===== config.mk =====
export PLATFORM = sky130hd
export DESIGN_NAME = alarm_clock_button_controller
export DESIGN_NICKNAME = d
export VERILOG_FILES = /design/src/design/acbc_pkg.sv /design/src/design/acbc_in_reg.sv /design/src/design/acbc_core.sv /design/src/design/alarm_clock_button_controller.sv
export VERILOG_INCLUDE_DIRS = /design/src /design/src/design
export SDC_FILE = /design/constraint.sdc
export NUM_CORES = 1
export LEC_CHECK = 0
export ABC_AREA = 1
export BUFFER_PORTS_ARGS = -buffer_cell sky130_fd_sc_hd__buf_2
export CORE_MARGIN = 1
export CORE_UTILIZATION = 25
export CTS_CLUSTER_SIZE = 24
export DETAILED_ROUTE_END_ITERATION = 8
export GPL_ROUTABILITY_DRIVEN = 1
export GPL_TIMING_DRIVEN = 0
export PLACE_DENSITY = 0.45
export SETUP_SLACK_MARGIN = 0.1
export SYNTH_ARGS = -nofsm -noshare
export SYNTH_HDL_FRONTEND = slang
export SYNTH_HIERARCHICAL = 1
export SYNTH_SLANG_ARGS = --single-unit

===== constraint.sdc =====
create_clock -name clk -period 6.8 [get_ports clk]
set_input_delay 1.36 -clock clk [delete_from_list [all_inputs] [get_ports clk]]
set_output_delay 1.36 -clock clk [all_outputs]
set_load 0.005 [all_outputs]

===== src/design/alarm_clock_button_controller_macros.svh =====
// assertion macros of the alarm clock button controller rtl
// expects clk and rst_n in the scope of the module that uses them
`ifndef ALARM_CLOCK_BUTTON_CONTROLLER_MACROS_SVH
`define ALARM_CLOCK_BUTTON_CONTROLLER_MACROS_SVH

// same-cycle implication, off during reset
`define ACBC_ASSERT_NOW(lbl, ante, cons) \
    lbl: assert property (@(posedge clk) disable iff (!rst_n) (ante) |-> (cons)) \
        else $error("acbc same-cycle check failed");

// next-cycle implication, off during reset
`define ACBC_ASSERT_NEXT(lbl, ante, cons) \
    lbl: assert property (@(posedge clk) disable iff (!rst_n) (ante) |=> (cons)) \
        else $error("acbc next-cycle check failed");

`endif


===== src/design/acbc_pkg.sv =====
// types and constants of the alarm clock button controller
// no dependencies; used by every rtl file of the block
package acbc_pkg;

    localparam logic [5:0] MAX_MINUTE       = 6'd59;
    localparam logic [4:0] MAX_HOUR         = 5'd23;
    localparam logic [3:0] LONG_PRESS_RESET = 4'd10;

    localparam logic [1:0] BTN_MODE = 2'd0;
    localparam logic [1:0] BTN_MIN  = 2'd1;
    localparam logic [1:0] BTN_HOUR = 2'd2;

    localparam logic [1:0] ARM_CMD_ON  = 2'd1;
    localparam logic [1:0] ARM_CMD_OFF = 2'd2;

    typedef struct packed {
        logic       sample_strobe;
        logic       repeat_strobe;
        logic       check_strobe;
        logic       mode_button_n;
        logic       minute_button_n;
        logic       hour_button_n;
        logic [4:0] time_hour;
        logic [5:0] time_minute;
        logic       remote_time_valid;
        logic [7:0] remote_hour;
        logic [7:0] remote_minute;
        logic [1:0] remote_arm;
    } in_word_t;

    typedef struct packed {
        logic [4:0] alarm_hour_out;
        logic [5:0] alarm_minute_out;
        logic [4:0] shown_hour;
        logic [5:0] shown_minute;
        logic       in_set_mode;
        logic       armed;
        logic       ringing;
        logic       buzzer_on;
        logic       colon_on;
        logic       persist_request;
        logic       mode_beep;
    } out_word_t;

endpackage


===== src/design/acbc_in_reg.sv =====
// input register of the alarm clock button controller
// depends on acbc_pkg for the input word type
module acbc_in_reg
(
    input  logic              clk,
    input  logic              rst_n,
    input  logic              in_valid,
    output logic              in_stall,
    input  acbc_pkg::in_word_t in_data,
    input  logic              advance,
    output logic              item_valid,
    output acbc_pkg::in_word_t item
);

    logic               vld_reg;
    logic               vld_next;
    acbc_pkg::in_word_t word_reg;
    logic               accept;

    // a held word that moves on this cycle frees the register for the next
    assign in_stall = vld_reg && !advance;
    assign accept   = in_valid && !in_stall;
    assign vld_next = accept || (vld_reg && !advance);

    always_ff @(posedge clk or negedge rst_n)
    begin
        if (!rst_n)
        begin
            vld_reg <= 1'b0;
        end
        else
        begin
            vld_reg <= vld_next;
        end
    end

    always_ff @(posedge clk)
    begin
        if (accept)
        begin
            word_reg <= in_data;
        end
    end

    assign item_valid = vld_reg;
    assign item       = word_reg;

endmodule


===== src/design/acbc_core.sv =====
// button, alarm and buzzer state of the alarm clock button controller
// plus the result register; depends on acbc_pkg and the macros header
`include "alarm_clock_button_controller_macros.svh"

module acbc_core
(
    input  logic                clk,
    input  logic                rst_n,
    input  logic                item_valid,
    input  acbc_pkg::in_word_t  item,
    output logic                advance,
    input  logic                cfg_valid,
    output logic                cfg_ready,
    input  logic [3:0]          cfg_data,
    output logic                out_valid,
    input  logic                out_stall,
    output acbc_pkg::out_word_t out_data
);

    logic [3:0]      long_press_reg;
    logic [2:0]      last_reg,  last_next;
    logic [2:0][3:0] hold_reg,  hold_next;
    logic            set_mode_reg, set_mode_next;
    logic [4:0]      ahour_reg, ahour_next;
    logic [5:0]      amin_reg,  amin_next;
    logic [4:0]      phour_reg, phour_next;
    logic [5:0]      pmin_reg,  pmin_next;
    logic            arm_reg,   arm_next;
    logic            ring_reg,  ring_next;
    logic            blink_reg, blink_next;
    logic            bphase_reg, bphase_next;
    logic            blevel_reg, blevel_next;
    logic            out_valid_reg, out_valid_next;
    acbc_pkg::out_word_t result_reg, result_next;

    logic [3:0] lim;
    logic [2:0] lv;
    logic [2:0] ev;
    logic       beep;
    logic       persist;
    logic       min_step;
    logic       hour_step;
    logic [4:0] rem_hour;
    logic [5:0] rem_min;

    assign advance   = item_valid && (!out_valid_reg || !out_stall);
    assign cfg_ready = !item_valid && !out_valid_reg;
    assign out_valid_next = advance || (out_valid_reg && out_stall);

    always_comb
    begin
        lim = (long_press_reg == 4'd0) ? 4'd1 : long_press_reg;
        lv  = {item.hour_button_n, item.minute_button_n, item.mode_button_n};
        ev        = '0;
        beep      = 1'b0;
        persist   = 1'b0;
        min_step  = 1'b0;
        hour_step = 1'b0;
        last_next     = last_reg;
        hold_next     = hold_reg;
        set_mode_next = set_mode_reg;
        ahour_next    = ahour_reg;
        amin_next     = amin_reg;
        phour_next    = phour_reg;
        pmin_next     = pmin_reg;
        arm_next      = arm_reg;
        ring_next     = ring_reg;
        blink_next    = blink_reg;
        bphase_next   = bphase_reg;
        blevel_next   = blevel_reg;

        case (item.remote_arm)
            acbc_pkg::ARM_CMD_ON:  arm_next = 1'b1;
            acbc_pkg::ARM_CMD_OFF: arm_next = 1'b0;
            default:               arm_next = arm_reg;
        endcase

        // edge detect and saturating hold count per button
        if (item.sample_strobe)
        begin
            for (int i = 0; i < 3; i++)
            begin
                if (lv[i])
                begin
                    hold_next[i] = 4'd0;
                end
                else if (last_reg[i])
                begin
                    ev[i]        = 1'b1;
                    hold_next[i] = 4'd0;
                end
                else if (hold_reg[i] < lim)
                begin
                    hold_next[i] = hold_reg[i] + 4'd1;
                end
                else
                begin
                    hold_next[i] = lim;
                end
            end
            if (hold_next[acbc_pkg::BTN_MODE] >= lim)
            begin
                set_mode_next = !set_mode_reg;
                hold_next     = '0;
                ev[acbc_pkg::BTN_MIN]  = 1'b0;
                ev[acbc_pkg::BTN_HOUR] = 1'b0;
                beep = 1'b1;
            end
            last_next = lv;
        end

        // a press steps once; a long hold steps on each repeat strobe
        if (set_mode_next)
        begin
            min_step  = (hold_next[acbc_pkg::BTN_MIN] >= lim) ? item.repeat_strobe
                                                              : ev[acbc_pkg::BTN_MIN];
            hour_step = (hold_next[acbc_pkg::BTN_HOUR] >= lim) ? item.repeat_strobe
                                                               : ev[acbc_pkg::BTN_HOUR];
        end
        if (min_step)
        begin
            amin_next = (amin_reg >= acbc_pkg::MAX_MINUTE) ? 6'd0 : amin_reg + 6'd1;
        end
        if (hour_step)
        begin
            ahour_next = (ahour_reg >= acbc_pkg::MAX_HOUR) ? 5'd0 : ahour_reg + 5'd1;
        end

        if (set_mode_reg && !set_mode_next
            && (phour_reg != ahour_next || pmin_reg != amin_next))
        begin
            phour_next = ahour_next;
            pmin_next  = amin_next;
            persist    = 1'b1;
        end

        if (!set_mode_next && hold_next[acbc_pkg::BTN_MIN] >= lim
            && hold_next[acbc_pkg::BTN_HOUR] >= lim)
        begin
            arm_next = !arm_next;
            hold_next[acbc_pkg::BTN_MIN]  = 4'd0;
            hold_next[acbc_pkg::BTN_HOUR] = 4'd0;
        end

        rem_hour = (item.remote_hour > {3'd0, acbc_pkg::MAX_HOUR}) ? 5'd0
                                                                 : item.remote_hour[4:0];
        rem_min  = (item.remote_minute > {2'd0, acbc_pkg::MAX_MINUTE}) ? 6'd0
                                                                     : item.remote_minute[5:0];
        if (item.remote_time_valid && (rem_hour != ahour_next || rem_min != amin_next))
        begin
            ahour_next = rem_hour;
            amin_next  = rem_min;
            phour_next = rem_hour;
            pmin_next  = rem_min;
            persist    = 1'b1;
        end

        if (item.check_strobe)
        begin
            blink_next = !blink_reg;
            ring_next  = arm_next && item.time_hour == ahour_next
                         && item.time_minute == amin_next;
            if (ring_next && bphase_reg)
            begin
                blevel_next = 1'b1;
                bphase_next = 1'b0;
            end
            else
            begin
                blevel_next = 1'b0;
                bphase_next = 1'b1;
            end
        end

        result_next.alarm_hour_out   = ahour_next;
        result_next.alarm_minute_out = amin_next;
        result_next.shown_hour       = set_mode_next ? ahour_next : item.time_hour;
        result_next.shown_minute     = set_mode_next ? amin_next : item.time_minute;
        result_next.in_set_mode      = set_mode_next;
        result_next.armed            = arm_next;
        result_next.ringing          = ring_next;
        result_next.buzzer_on        = blevel_next;
        result_next.colon_on         = set_mode_next || blink_next;
        result_next.persist_request  = persist;
        result_next.mode_beep        = beep;
    end

    always_ff @(posedge clk or negedge rst_n)
    begin
        if (!rst_n)
        begin
            long_press_reg <= acbc_pkg::LONG_PRESS_RESET;
            last_reg       <= '1;
            hold_reg       <= '0;
            set_mode_reg   <= 1'b0;
            ahour_reg      <= '0;
            amin_reg       <= '0;
            phour_reg      <= '0;
            pmin_reg       <= '0;
            arm_reg        <= 1'b0;
            ring_reg       <= 1'b0;
            blink_reg      <= 1'b1;
            bphase_reg     <= 1'b0;
            blevel_reg     <= 1'b0;
            out_valid_reg  <= 1'b0;
        end
        else
        begin
            out_valid_reg <= out_valid_next;
            if (cfg_valid && cfg_ready)
            begin
                long_press_reg <= cfg_data;
            end
            if (advance)
            begin
                last_reg     <= last_next;
                hold_reg     <= hold_next;
                set_mode_reg <= set_mode_next;
                ahour_reg    <= ahour_next;
                amin_reg     <= amin_next;
                phour_reg    <= phour_next;
                pmin_reg     <= pmin_next;
                arm_reg      <= arm_next;
                ring_reg     <= ring_next;
                blink_reg    <= blink_next;
                bphase_reg   <= bphase_next;
                blevel_reg   <= blevel_next;
            end
        end
    end

    always_ff @(posedge clk)
    begin
        if (advance)
        begin
            result_reg <= result_next;
        end
    end

    assign out_valid = out_valid_reg;
    assign out_data  = result_reg;

    `ACBC_ASSERT_NOW(a_alarm_in_range, 1'b1, ahour_reg <= acbc_pkg::MAX_HOUR && amin_reg <= acbc_pkg::MAX_MINUTE)
    `ACBC_ASSERT_NEXT(a_beep_on_toggle, advance, (set_mode_reg != $past(set_mode_reg)) == result_reg.mode_beep)
    `ACBC_ASSERT_NOW(a_persist_matches, out_valid_reg && result_reg.persist_request, phour_reg == ahour_reg && pmin_reg == amin_reg)
    `ACBC_ASSERT_NOW(a_buzz_needs_ring, out_valid_reg && result_reg.buzzer_on, result_reg.ringing)

endmodule


===== src/design/alarm_clock_button_controller.sv =====
// top level of the alarm clock button controller
// depends on acbc_pkg, acbc_in_reg and acbc_core
//
// Takes one tick word per clock cycle unless the output stalls, and returns one result
// word per tick: the tick is captured in an input register at the edge that accepts it,
// all button, alarm and buzzer updates are done in one pass of logic from that register
// and the state registers, and the result lands in an output register when the core
// advances. A stalled output holds its word while the input register still takes one
// more tick. The long press threshold is written through the cfg port, which is ready
// only while no tick or result is held; a value of 0 acts as 1.
module alarm_clock_button_controller
(
    input  logic                clk,
    input  logic                rst_n,
    input  logic                in_valid,
    output logic                in_stall,
    input  acbc_pkg::in_word_t  in_data,
    output logic                out_valid,
    input  logic                out_stall,
    output acbc_pkg::out_word_t out_data,
    input  logic                cfg_valid,
    output logic                cfg_ready,
    input  logic [3:0]          cfg_data
);

    logic               item_valid;
    acbc_pkg::in_word_t item;
    logic               advance;

    acbc_in_reg u_in_reg
    (
        .clk        (clk),
        .rst_n      (rst_n),
        .in_valid   (in_valid),
        .in_stall   (in_stall),
        .in_data    (in_data),
        .advance    (advance),
        .item_valid (item_valid),
        .item       (item)
    );

    acbc_core u_core
    (
        .clk        (clk),
        .rst_n      (rst_n),
        .item_valid (item_valid),
        .item       (item),
        .advance    (advance),
        .cfg_valid  (cfg_valid),
        .cfg_ready  (cfg_ready),
        .cfg_data   (cfg_data),
        .out_valid  (out_valid),
        .out_stall  (out_stall),
        .out_data   (out_data)
    );

endmodule

# == Word-level counts from Yosys, hierarchy flattened ==
# Index checks and enable logic that the tools add are counted.
# op_classes
reduce_logical,34
n_eq_ne,8
order_cmp,10
addsub,5
n_mux,51
# op_table
operator,count
4-bit two-way mux,11
6-bit two-way mux,7
5-bit two-way mux,7
12-bit two-way mux,2
1-bit two-way mux,20
1-bit logical AND,14
"4-bit by 1-bit adder with 4-bit output, second input constant",3
4-bit >= comparator,3
4-bit less-than comparator,3
6-bit != test,2
5-bit != test,2
1-bit zero test,9
"8-bit by 5-bit > comparator with 1-bit output, second input constant",1
"8-bit by 6-bit > comparator with 1-bit output, second input constant",1
8-bit two-way mux,1
"6-bit by 1-bit adder with 6-bit output, second input constant",1
6-bit equality test,1
"6-bit >= comparator, second input constant",1
1-bit logical OR,6
2-bit AND reduction,3
"5-bit by 1-bit adder with 5-bit output, second input constant",1
5-bit equality test,1
"5-bit >= comparator, second input constant",1
4-bit zero test,1
6 further kinds,6
# totals
output_inout_bits,32
wordCells,148
ff_bits,114

# == Depth between registers and ports, before layout ==
# Gate-level depths: netlist (run 1).
# logic_depth
depth_word,24
depth_mapped,45
mapped_depth_nobuf,44

# == Cells and area by module ==
# Netlist (run 1), hierarchy kept.
# modules_own_cells
mod,area_each_um2,instances,cells_per_inst
acbc_core,5221.3,1,702
acbc_in_reg,1138.6,1,43

# == Worst setup path after synthesis (run 1) ==
# Ideal clock, no wire load.
# synth_path
path_kind,register -> register
start,register u_core.long_press_reg[3]
end,"register u_core.result_reg, in the netlist u_core/out_data[3], data pin"
slack_ns,1.603
path_buffers,1
stages_incl_launch_ff,43
setup_ns,0.145
period_less_slack_ns,5.197
arrival_time_ns,5.053
path_cell_list,dfstp_2 -> inv_1 -> a31oi_1 -> o21a_1 -> o211ai_1 -> nand2_1 -> a21oi_1 -> nor3_1 -> ha_1 -> nand2_1 -> inv_2 -> nand2_1 -> nand3_2 -> nor3_1 -> nand2_1 -> inv_1 -> o21ai_0 -> o22ai_1 -> [... 7 more ...] -> a21oi_1 -> nand2_2 -> nand2_1 -> nand3_1 -> nand2_1 -> nand2_1 -> nor2_2 -> nand3_2 -> nand2_2 -> buf_6 -> nand2_2 -> nand3_1 -> nand2_1 -> nor2_1 -> nand2_1 -> nor2_2 -> nand3_2 -> o21ai_1
# synth_between
elab_chain_len,24
elab_cells_between_ends,47
cone_classes,6 x order compare; 4 x eq/ne; 28 x mux; 9 x reduce/logical
# synth_rtl
item,line_no,rtl
start: declaration,acbc_core.sv:20,logic [3:0] long_press_reg;
start signal: assignment,acbc_core.sv:192,long_press_reg <= acbc_pkg::LONG_PRESS_RESET;
start signal: assignment,acbc_core.sv:212,long_press_reg <= cfg_data;
4-bit zero test,acbc_core.sv:52,lim = (long_press_reg == 4'd0) ? 4'd1 : long_press_reg;
4-bit two-way mux (*),acbc_core.sv:52,
4-bit less-than comparator,acbc_core.sv:92,else if (hold_reg[i] < lim)
4-bit two-way mux,acbc_core.sv:92,
4-bit two-way mux,acbc_core.sv:87,else if (last_reg[i])
4-bit two-way mux,acbc_core.sv:83,if (lv[i])
4-bit two-way mux,acbc_core.sv:79,if (item.sample_strobe)
4-bit >= comparator,acbc_core.sv:101,if (hold_next[acbc_pkg::BTN_MODE] >= lim)
[... 9 more ...],n/a,
5-bit two-way mux,acbc_core.sv:149,if (item.remote_time_valid && (rem_hour != ahour_next || rem_min != amin_next))
5-bit equality test,acbc_core.sv:161,ring_next = arm_next && item.time_hour == ahour_next
1-bit logical AND,acbc_core.sv:161,
1-bit logical AND (*),acbc_core.sv:162,&& item.time_minute == amin_next;
1-bit logical AND (*),acbc_core.sv:163,if (ring_next && bphase_reg)
1-bit two-way mux (*),acbc_core.sv:163,
1-bit two-way mux (*),acbc_core.sv:158,if (item.check_strobe)
via u_core.blevel_next,acbc_core.sv:32,"logic blevel_reg, blevel_next;"
end signal: assignment,acbc_core.sv:236,result_reg <= result_next;
end: declaration,acbc_core.sv:34,"acbc_pkg::out_word_t result_reg, result_next;"
# Mark *: on every way through the listed nets, which the timed path passes. The rest lies on a longest branch. The select of a mux whose other input is x is not followed.
# A chain may end at the register's enable or synchronous reset.

# == Worst setup path after layout (run 1) ==
# layout_path
start,register u_core.long_press_reg[3]
end,register u_core.pmin_reg[2]
# layout_between
elab_chain_len,19
elab_cells_between_ends,44
cone_classes,6 x order compare; 4 x eq/ne; 25 x mux; 9 x reduce/logical
# layout_rtl
item,line_no,rtl
4-bit zero test,acbc_core.sv:52,
4-bit two-way mux (*),acbc_core.sv:52,
4-bit less-than comparator,acbc_core.sv:92,
4-bit two-way mux,acbc_core.sv:92,
4-bit two-way mux,acbc_core.sv:87,
4-bit two-way mux,acbc_core.sv:83,
4-bit two-way mux,acbc_core.sv:79,
4-bit >= comparator,acbc_core.sv:101,
[... 3 more ...],n/a,
1-bit two-way mux (on tied branches),"acbc_core.sv:115, acbc_core.sv:117",
1-bit two-way mux,acbc_core.sv:113,if (set_mode_next)
6-bit two-way mux / 5-bit two-way mux (equally long branches),"acbc_core.sv:120, acbc_core.sv:124",
6-bit != test (tied with other cells),acbc_core.sv:149,
1-bit logical OR (on tied branches),"acbc_core.sv:149, acbc_core.sv:130",
1-bit logical AND (on tied branches),"acbc_core.sv:149, acbc_core.sv:130",
2-bit nonzero test (no source line),n/a,
2-bit AND reduction (no source line),n/a,
end signal: assignment,acbc_core.sv:222,pmin_reg <= pmin_next;
end: declaration,acbc_core.sv:27,"logic [5:0] pmin_reg, pmin_next;"
# Mark *: on every way between the ends. The rest lies on a longest branch, timed or not. The select of a mux whose other input is x is not followed.

==> flow_summary.ini, run 1 <==
[run_status]
status = completed

[synth]
yosys-top-cells-area = edfxtp_1, dfrtp_1, nand2_1, inv_1, ha_1
yosysSeqAreaShare_pct = 50.1
synth_top_area_share_pct = 30.7
ys_ff_latch = 114
synth_nets = 817
syn_inst = 745
syn_area_mm2 = 0.00636
ys.warnings.count = 6
yosys.area.top_type = edfxtp_1
synth.avg_cell_area_um2 = 8.54
synth_cell_types = 42

[worst_setup_path]
crit_path_max_fanout = 10
crit_path_frequent_cell = nand2_2
slowest_stage = dfstp_2
path_class = reg2reg
worstSetupStartpointType = flip-flop
worstPathRequired_ns = 7.08
endpoint_kind = flip-flop
worstPathArrival_ns = 6.57
ff2ff_path_depth = 30
cpPeakStageDelay_ns = 0.60

[power]
clockPowerShare_pct = 35.3
p_seq_share_pct = 35.8
total_power_mw = 2.68
p_int_mw = 1.77
combPwrFrac_pct = 28.9
leakage_nw = 3.84
ir_drop_v = 0.000179
sw_frac_of_total_pct = 34.0
power_per_cell_area_mw_per_mm2 = 336
p_switching_mw = 0.913

[die]
die-width_um = 161
die-area_mm2 = 0.0261
core_area_mm2 = 0.0250
io_pins = 77
die_h_um = 161
start_util_pct = 25.4
row_count = 58

[clock_tree]
cts.sinks = 114
cts_root_buf = clkbuf_16
htreeDepth = 4
cts_tree = built
ctsHoldBuffers = 0
clk_latency_ns = 0.42
numCtsBuffers = 17
clk_path_buf_depth = 2
clk_pin_slew_ns = 0.06

[timing]
setup_violations = 0
finClkSkew_ns = 0.00879
fmax_mhz = 159
tightest_slew_ns = 0.699
slew_violations = 0
setup_ws_ns = 0.515
min_period_ns = 6.29
relSlewSlack_pct = 53.4
hold_violations = 0
rsz0062_at_grt = false
final.setup.tns_ns = 0
min_period_over_period_pct = 92.4

[global_route]
grt_use_total_pct = 14.0
grt_pass1_wl_mm = 27.5
grt_max_degree = 50
antenna_found_initial = 0
grt_overflow = 0
first_global_vias = 5004

[detailed_routing]
postRouteAntennaNets = 0
drc = 0
avgViaCountPerCell = 4.34
wl_per_cell_um = 14.7
num_vias = 5180
drt_iter0_markers = 304
dr.pass1.iters = 4
drt_wl_total_mm = 17.5

[cells_and_area]
syn_to_final_growth_pct = 25.5
fin_nets = 922
drive_above_1_share_pct = 21.4
final_core_util_pct = 31.9
largest_register_ffs = 36
diodes = 0

[worst_hold_path]
hp-class = reg2reg
hold_path_depth = 2

[placement]
dp_slack_ns = 0.0452
place_congestion = 0.850
io_buffers = 76
dp_hpwl_mm = 12.9

[run]
max_cap_viol_count = 0
-- power groups by stage --
stage / Clock (mW) / Combinational [mW] / Sequential [mW]
after CTS: 0.976 / 0.739 / 0.960
final: 0.947 / 0.776 / 0.961
after global routing: 1.01 / 0.884 / 0.977
after detailed placement: 0 / 0.734 / 0.971
after global placement: 0 / 0.723 / 0.974
after floorplan: 0 / 0.506 / 0.951
-- kinds of logic after synthesis --
logic type,after synthesis,synth area share [%]
flip-flops,114,50.1
XOR/XNOR,19,2.62
multiplexers,3,0.511
buffers and inverters,124,7.79
AO/OA/AOI/OAI,106,9.44
adder cells (fa/ha/maj),27,5.31
AND/OR/NAND/NOR,352,24.2
-- cell usage in the layout (no fill, tap or decap), types with 3 or more instances in the layout --
master and count:
o21ai_1 6, buf_2 76, o211ai_1 3, nand3_2 4
o22ai_2 3, buf_4 10, or2_2 4, ha_1 27
o22ai_1 7, nand4_1 5, dfrtp_1 43, o21bai_1 3
inv_1 102, nor3_1 8, nand2_2 18, nor2_1 33
inv_2 6, o21a_1 4, edfxtp_1 65, a21oi_1 22
nor2_4 3, nand2_1 201, xor2_1 14, clkinv_4 4
nor2_2 5, o21ai_0 49, nand3_1 66, dfstp_2 6
bufinv_16 4, xnor2_1 5, clkbuf_16 17, buf_6 3
clkbuf_1 8, clkinvlp_4 3
-- critical path, delay by kind of cell, from the launching register on --
kind                     cells  cell delay [ns]
AND/OR/NAND/NOR             14             2.19
flip-flops                   1             0.60
XOR/XNOR                     1             0.31
buffers and inverters        4             0.62
adder cells (fa/ha/maj)      3             0.94
AO/OA/AOI/OAI                8             1.51
-- final timing paths --
kind | end | slack, ns | startpoint
max | u_core/pmin_reg[2] | 0.51 | u_core/long_press_reg[3]
min | u_core/last_reg[0] | 0.47 | u_core/last_reg[0]
max reg2reg | u_core/pmin_reg[2] | 0.51 | u_core/long_press_reg[3]
min reg2reg | u_core/last_reg[0] | 0.47 | u_core/last_reg[0]
max in group asynchronous | u_core/bphase_reg | 5.34 | rst_n
min in group asynchronous | u_core/ahour_reg[3] | 0.99 | rst_n
-- layer usage --
metal / global-route usage, % / up-vias / part of all wire (%)
li1: - / 2669 / -
met1: 18.5 / 2405 / 48
met2: 22.5 / 90 / 46
met3: 3.16 / 16 / 4.3
met4: 4.46 / 0 / 1.3
met5: 0 / - / 0
-- synth_stat cells --
cell type and count:
nor2_2 3, mux2_2 2, a31o_2 1, mux2i_1 1, ha_1 27, o21ai_0 49, xnor2_1 5, dfrtp_1 43
nor4_1 1, a32oi_1 1, nand4_1 5, inv_1 104, dfstp_2 6, buf_2 3, edfxtp_1 65, a21oi_4 1
o22ai_1 10, nand2_2 14, nor3_1 10, o21ai_1 6, nand2_4 1, nor2_4 1, nand3_1 67, o211ai_1 3
nand3_2 4, inv_2 5, nand2_1 205, buf_6 3, nor2_8 1, a21oi_1 23, o21ai_2 2, xor2_1 14
buf_1 1, or2_2 4, nor2_1 36, buf_4 1, clkbuf_1 6, a21oi_2 1, o21a_1 4, clkinv_1 1
o21bai_1 3, a31oi_1 2
-- through the flow --
stage	instances	cell area, um^2	hold WS (ns)
after CTS	1185	7830	0.467
after detailed placement	1153	7200	0.460
after global routing	1193	7980	0.480
after global placement	1151	7150	0.456
after floorplan	745	6360	0.444
final	1193	7980	0.465
-- timing repair --
action                     in CTS  in global routing
pin swaps                       0                  6
resized for setup               1                 23
gates cloned                    0                  1
setup endpoints to repair      15                 27
setup buffers                   0                  7
-- area by class of cell --
cell class / count / area [um^2]
flip-flops and latches: 114 / 3190
repair buffers: 85 / 475
inverters: 110 / 417
plain buffers: 14 / 88.8
fillers: 2645 / 17100
clock inverters: 12 / 183
multi-input cells: 508 / 2780
well taps: 330 / 413
clock buffers: 20 / 437
(Power assumes the default switching activity.)
==> run 2: changes to the inputs <==
Clock period 6.8 ns to 6.7 ns, I/O delays scaled along.
==> flow_summary.ini, run 2 (synthesis results as in run 1) <==
[die]
core_area_mm2 = 0.0250
die-width_um = 161
start_util_pct = 25.4
die-area_mm2 = 0.0261
die_h_um = 161
row_count = 58
io_pins = 77

[global_route]
use_met1_pct = 18.5
use_met3_pct = 3.16
grt.met2_usage_pct = 22.6
first_global_vias = 5009
antenna_found_initial = 0
grt_busiest_layer = met2
grt_pass1_wl_mm = 27.5
grt_max_degree = 50
grt_use_total_pct = 14.0
grt_overflow = 0

[detailed_routing]
drc = 0
drt_iter0_markers = 305
dr.pass1.iters = 5
postRouteAntennaNets = 0
num_vias = 5210
drt_wl_total_mm = 17.5
wl_per_cell_um = 14.7
avgViaCountPerCell = 4.37

[cells_and_area]
layout_common_cells = nand2_1, inv_1, buf_2
final_common_cell = nand2_1
diodes = 0
fin_nets = 920
drive_above_1_share_pct = 21.6
largest_register_ffs = 36
syn_to_final_growth_pct = 25.4
fillCellCount = 2648

[worst_setup_path]
cpPeakStageDelay_ns = 0.60
worstPathRequired_ns = 6.98
path_class = reg2reg
endpoint_kind = flip-flop
worstSetupStartpointType = flip-flop
path_buf_inv = 5
path_delay_family = simple AND/OR/NAND/NOR gates
crit_path_max_fanout = 10
slowest_stage = dfstp_2
worstPathArrival_ns = 6.48

[timing]
rsz0062_at_grt = false
min_period_over_period_pct = 92.5
finClkSkew_ns = 0.00890
tightest_slew_ns = 0.700
fmax_mhz = 161
relSlewSlack_pct = 53.3
slew_violations = 0
setup_ws_ns = 0.499
hold_violations = 0
setup_violations = 0
hold_ws_ns = 0.465
min_period_ns = 6.20

[run]
max_cap_viol_count = 0

[power]
ir_drop_v = 0.000182
power_per_cell_area_mw_per_mm2 = 342
leakage_nw = 3.82

[clock_tree]
clk_path_buf_depth = 2
cts.sinks = 114
numCtsBuffers = 17
clk_pin_slew_ns = 0.06
cts_root_buf = clkbuf_16
clk_latency_ns = 0.42
cts_tree = built
htreeDepth = 4

[placement]
place_congestion = 0.850
dp_slack_ns = -0.0548
dp_hpwl_mm = 12.9
io_buffers = 76

[run_status]
status = completed

[worst_hold_path]
hp-class = reg2reg
[run 2: cell types whose count changed in the layout (fill, tap and decap cells not counted)]
cell,change
nand2_2,+1
clkinvlp_4,+1
nand2_1,-1
buf_4,-2
a21oi_1,-1
inv_1,-1
a21oi_2,+1
[run 2: through the flow]
step	total power [mW]	setup TNS, ns	util, %	cells	area [um^2]
2_1_floorplan	1.48	0	-	745	6360
3_3_place_gp	1.72	-2.00	28.6	1151	7150
3_5_place_dp	1.73	-0.336	28.8	1153	7200
4_1_cts	2.72	0	31.3	1185	7840
5_1_grt	2.91	0	31.8	1191	7970
6_report	2.73	0	31.8	1191	7970
[run 2: final timing paths]
kind	from	endpoint	slack, ns	cells past startpoint
min in group asynchronous	rst_n	u_core/ahour_reg[3]	0.97	1
worst min register to register	u_core/last_reg[0]	u_core/last_reg[0]	0.47	2
worst max-delay path	u_core/long_press_reg[3]	u_core/pmin_reg[2]	0.50	32
worst max register to register	u_core/long_press_reg[3]	u_core/pmin_reg[2]	0.50	32
max in group asynchronous	rst_n	u_core/bphase_reg	5.26	1
worst min-delay path	u_core/last_reg[0]	u_core/last_reg[0]	0.47	2
[run 2: routing by layer]
metal  vias up  share of wire, %
met5         -                 0
met2        99                46
li1       2666                 -
met4         0               1.3
met3        16               3.4
met1      2429                49
[run 2: final cells by class]
| cell class | instances | area [um^2] | area share, % |
|---|---|---|---|
| Sequential cell | 114 | 3190 | 39.9 |
| Multi-Input combinational cell | 508 | 2790 | 34.9 |
| Timing Repair Buffer | 83 | 460 | 5.77 |
| Clock buffer | 20 | 437 | 5.48 |
| Inverter | 110 | 420 | 5.27 |
| Tap cell | 330 | 413 | 5.18 |
| Clock inverter | 12 | 183 | 2.29 |
| Buffer | 14 | 88.8 | 1.11 |
[run 2: tightest hold or removal path: stages (launching register included)]
cell     delay [ns]
dfstp_2        0.36
nand2_1        0.05
nand2_1        0.05
[run 2: what timing repair did]
action,CTS,global route
setup buffers,0,5
endpoints found under the setup margin,15,31
hold buffers,0,0
resized for setup,2,25
pin swaps,0,6
cloned,0,1
[run 2: power by group]
part / switching (mW) / internal (mW) / leakage, nW / total [mW]
clock network: 0.340 / 0.624 / 0.292 / 0.964
logic: 0.505 / 0.281 / 2.28 / 0.785
registers: 0.0871 / 0.890 / 1.25 / 0.977
total: 0.932 / 1.79 / 3.82 / 2.73
==> run 3: changes to the inputs <==
Settings changed: RECOVER_POWER set to 25.
==> flow_summary.ini, run 3 (synthesis results as in run 1) <==
[timing]
finClkSkew_ns = 0.00885
fmax_mhz = 162
slew_violations = 50
setup_violations = 0
hold_violations = 0
rsz0062_at_grt = false
final.setup.tns_ns = 0
min_period_over_period_pct = 92.1
setup_ws_ns = 0.529
tightest_slew_ns = 2.93
relSlewSlack_pct = -95.1
min_period_ns = 6.17

[clock_tree]
htreeDepth = 4
clk_path_buf_depth = 2
numCtsBuffers = 17
cts_root_buf = clkbuf_16
cts_tree = built
ctsHoldBuffers = 0
cts.sinks = 114
clk_latency_ns = 0.42
clk_pin_slew_ns = 0.06

[detailed_routing]
drt_iter0_markers = 303
postRouteAntennaNets = 0
avgViaCountPerCell = 4.35
wl_per_cell_um = 14.6
num_vias = 5180
dr.pass1.iters = 5
drt_wl_total_mm = 17.4
drc = 0

[die]
core_area_mm2 = 0.0250
die_h_um = 161
die-width_um = 161
row_count = 58
start_util_pct = 25.4
die-area_mm2 = 0.0261
io_pins = 77

[run_status]
violations = max-capacitance violations, max-slew violations
status = finished, violations left

[power]
sw_frac_of_total_pct = 34.1
total_power_mw = 2.72
p_int_mw = 1.79
clockPowerShare_pct = 35.3
combPwrFrac_pct = 28.8
leakage_nw = 3.81
p_switching_mw = 0.929
p_seq_share_pct = 35.9
power_per_cell_area_mw_per_mm2 = 342
ir_drop_v = 0.000182

[worst_setup_path]
cpPeakStageDelay_ns = 0.60
slowest_stage = dfstp_2
endpoint_kind = flip-flop
worstSetupStartpointType = flip-flop
crit_path_max_fanout = 10
path_delay_family = simple AND/OR/NAND/NOR gates
worstPathArrival_ns = 6.45
path_buf_inv = 5
path_class = reg2reg
worstPathRequired_ns = 6.98

[placement]
io_buffers = 76
dp_hpwl_mm = 12.9
dp_slack_ns = -0.0548
place_congestion = 0.850
placed_area_mm2 = 0.00720

[cells_and_area]
fin_nets = 920
drive_above_1_share_pct = 21.1
fillCellCount = 2653
layout_common_cells = nand2_1, inv_1, buf_2
largest_register_ffs = 36
syn_to_final_growth_pct = 25.3
diodes = 0
fin_area_mm2 = 0.00797
final_common_cell = nand2_1

[global_route]
grt_use_total_pct = 14.0
antenna_found_initial = 0
grt_max_degree = 50
grt_overflow = 0
first_global_vias = 5009
grt_pass1_wl_mm = 27.5

[worst_hold_path]
hp-class = reg2reg

[run]
max_cap_viol_count = 1
run 3: cell types whose count changed in the layout (fill, tap and decap cells not counted), sizes merged:
cell / previous run / this run
buf: 90 / 86
clkbuf: 27 / 31
run 3: power by group through the flow:
stage / Combinational (mW) / Clock, mW / Sequential [mW]
5_1_grt: 0.894 / 1.02 / 0.993
2_1_floorplan: 0.514 / 0 / 0.966
6_report: 0.783 / 0.962 / 0.977
3_5_place_dp: 0.745 / 0 / 0.985
3_3_place_gp: 0.734 / 0 / 0.989
4_1_cts: 0.753 / 0.990 / 0.975
run 3: worst reg2reg max path, delay by kind of cell, from the launching register on:
family | cells | cell delay, ns
and+or+nand+nor | 16 | 2.32
AOI/OAI and AO/OA | 7 | 1.28
buffers and inverters | 5 | 0.62
xor gates and xnor gates | 1 | 0.30
adders and majority gates | 3 | 0.92
DFF | 1 | 0.60
run 3: repair_timing:
action                     CTS  global route
cloned                       0             1
setup buffers                0             5
resized for setup            2            25
setup endpoints to repair   15            31
hold endpoints to repair     0             0
pin swaps                    0             6
run 3: through the flow:
step | utilization [%] | std cells | hold WS (ns)
6_report | 31.8 | 1191 | 0.465
4_1_cts | 31.3 | 1185 | 0.467
3_3_place_gp | 28.6 | 1151 | 0.456
3_5_place_dp | 28.8 | 1153 | 0.460
2_1_floorplan | - | 745 | 0.444
5_1_grt | 31.8 | 1191 | 0.480
run 3: metal layers:
metal	track usage [%]	wire [um]	part of all wire, %	vias up
met1	18.5	8540	49	2409
met4	4.46	201	1.2	0
met5	0	0	0	-
met2	22.6	8110	46	92
li1	-	-	-	2666
met3	3.16	597	3.4	13
run 3: path summary, 6_finish.rpt:
| kind | from | to | slack (ns) | depth (start not counted) |
|---|---|---|---|---|
| setup / recovery | u_core/long_press_reg[3] | u_core/pmin_reg[2] | 0.53 | 32 |
| hold reg to reg | u_core/last_reg[0] | u_core/last_reg[0] | 0.46 | 2 |
| hold / removal | u_core/last_reg[0] | u_core/last_reg[0] | 0.46 | 2 |
| max in group asynchronous | rst_n | u_core/bphase_reg | 3.16 | 1 |
| setup reg to reg | u_core/long_press_reg[3] | u_core/pmin_reg[2] | 0.53 | 32 |
| min in group asynchronous | rst_n | u_core/out_valid | 1.88 | 1 |
run 3: cell type report:
type                       instances  area (um^2)  share of cell area, %
clock buffer                      20          437                   5.48
timing repair buffer              83          453                   5.69
sequential                       114         3190                   40.0
inverter                         110          420                   5.28
tap                              330          413                   5.18
buffer                            14         88.8                   1.12
clock inverter                    12          183                   2.29
multi-input combinational        508         2790                   35.0
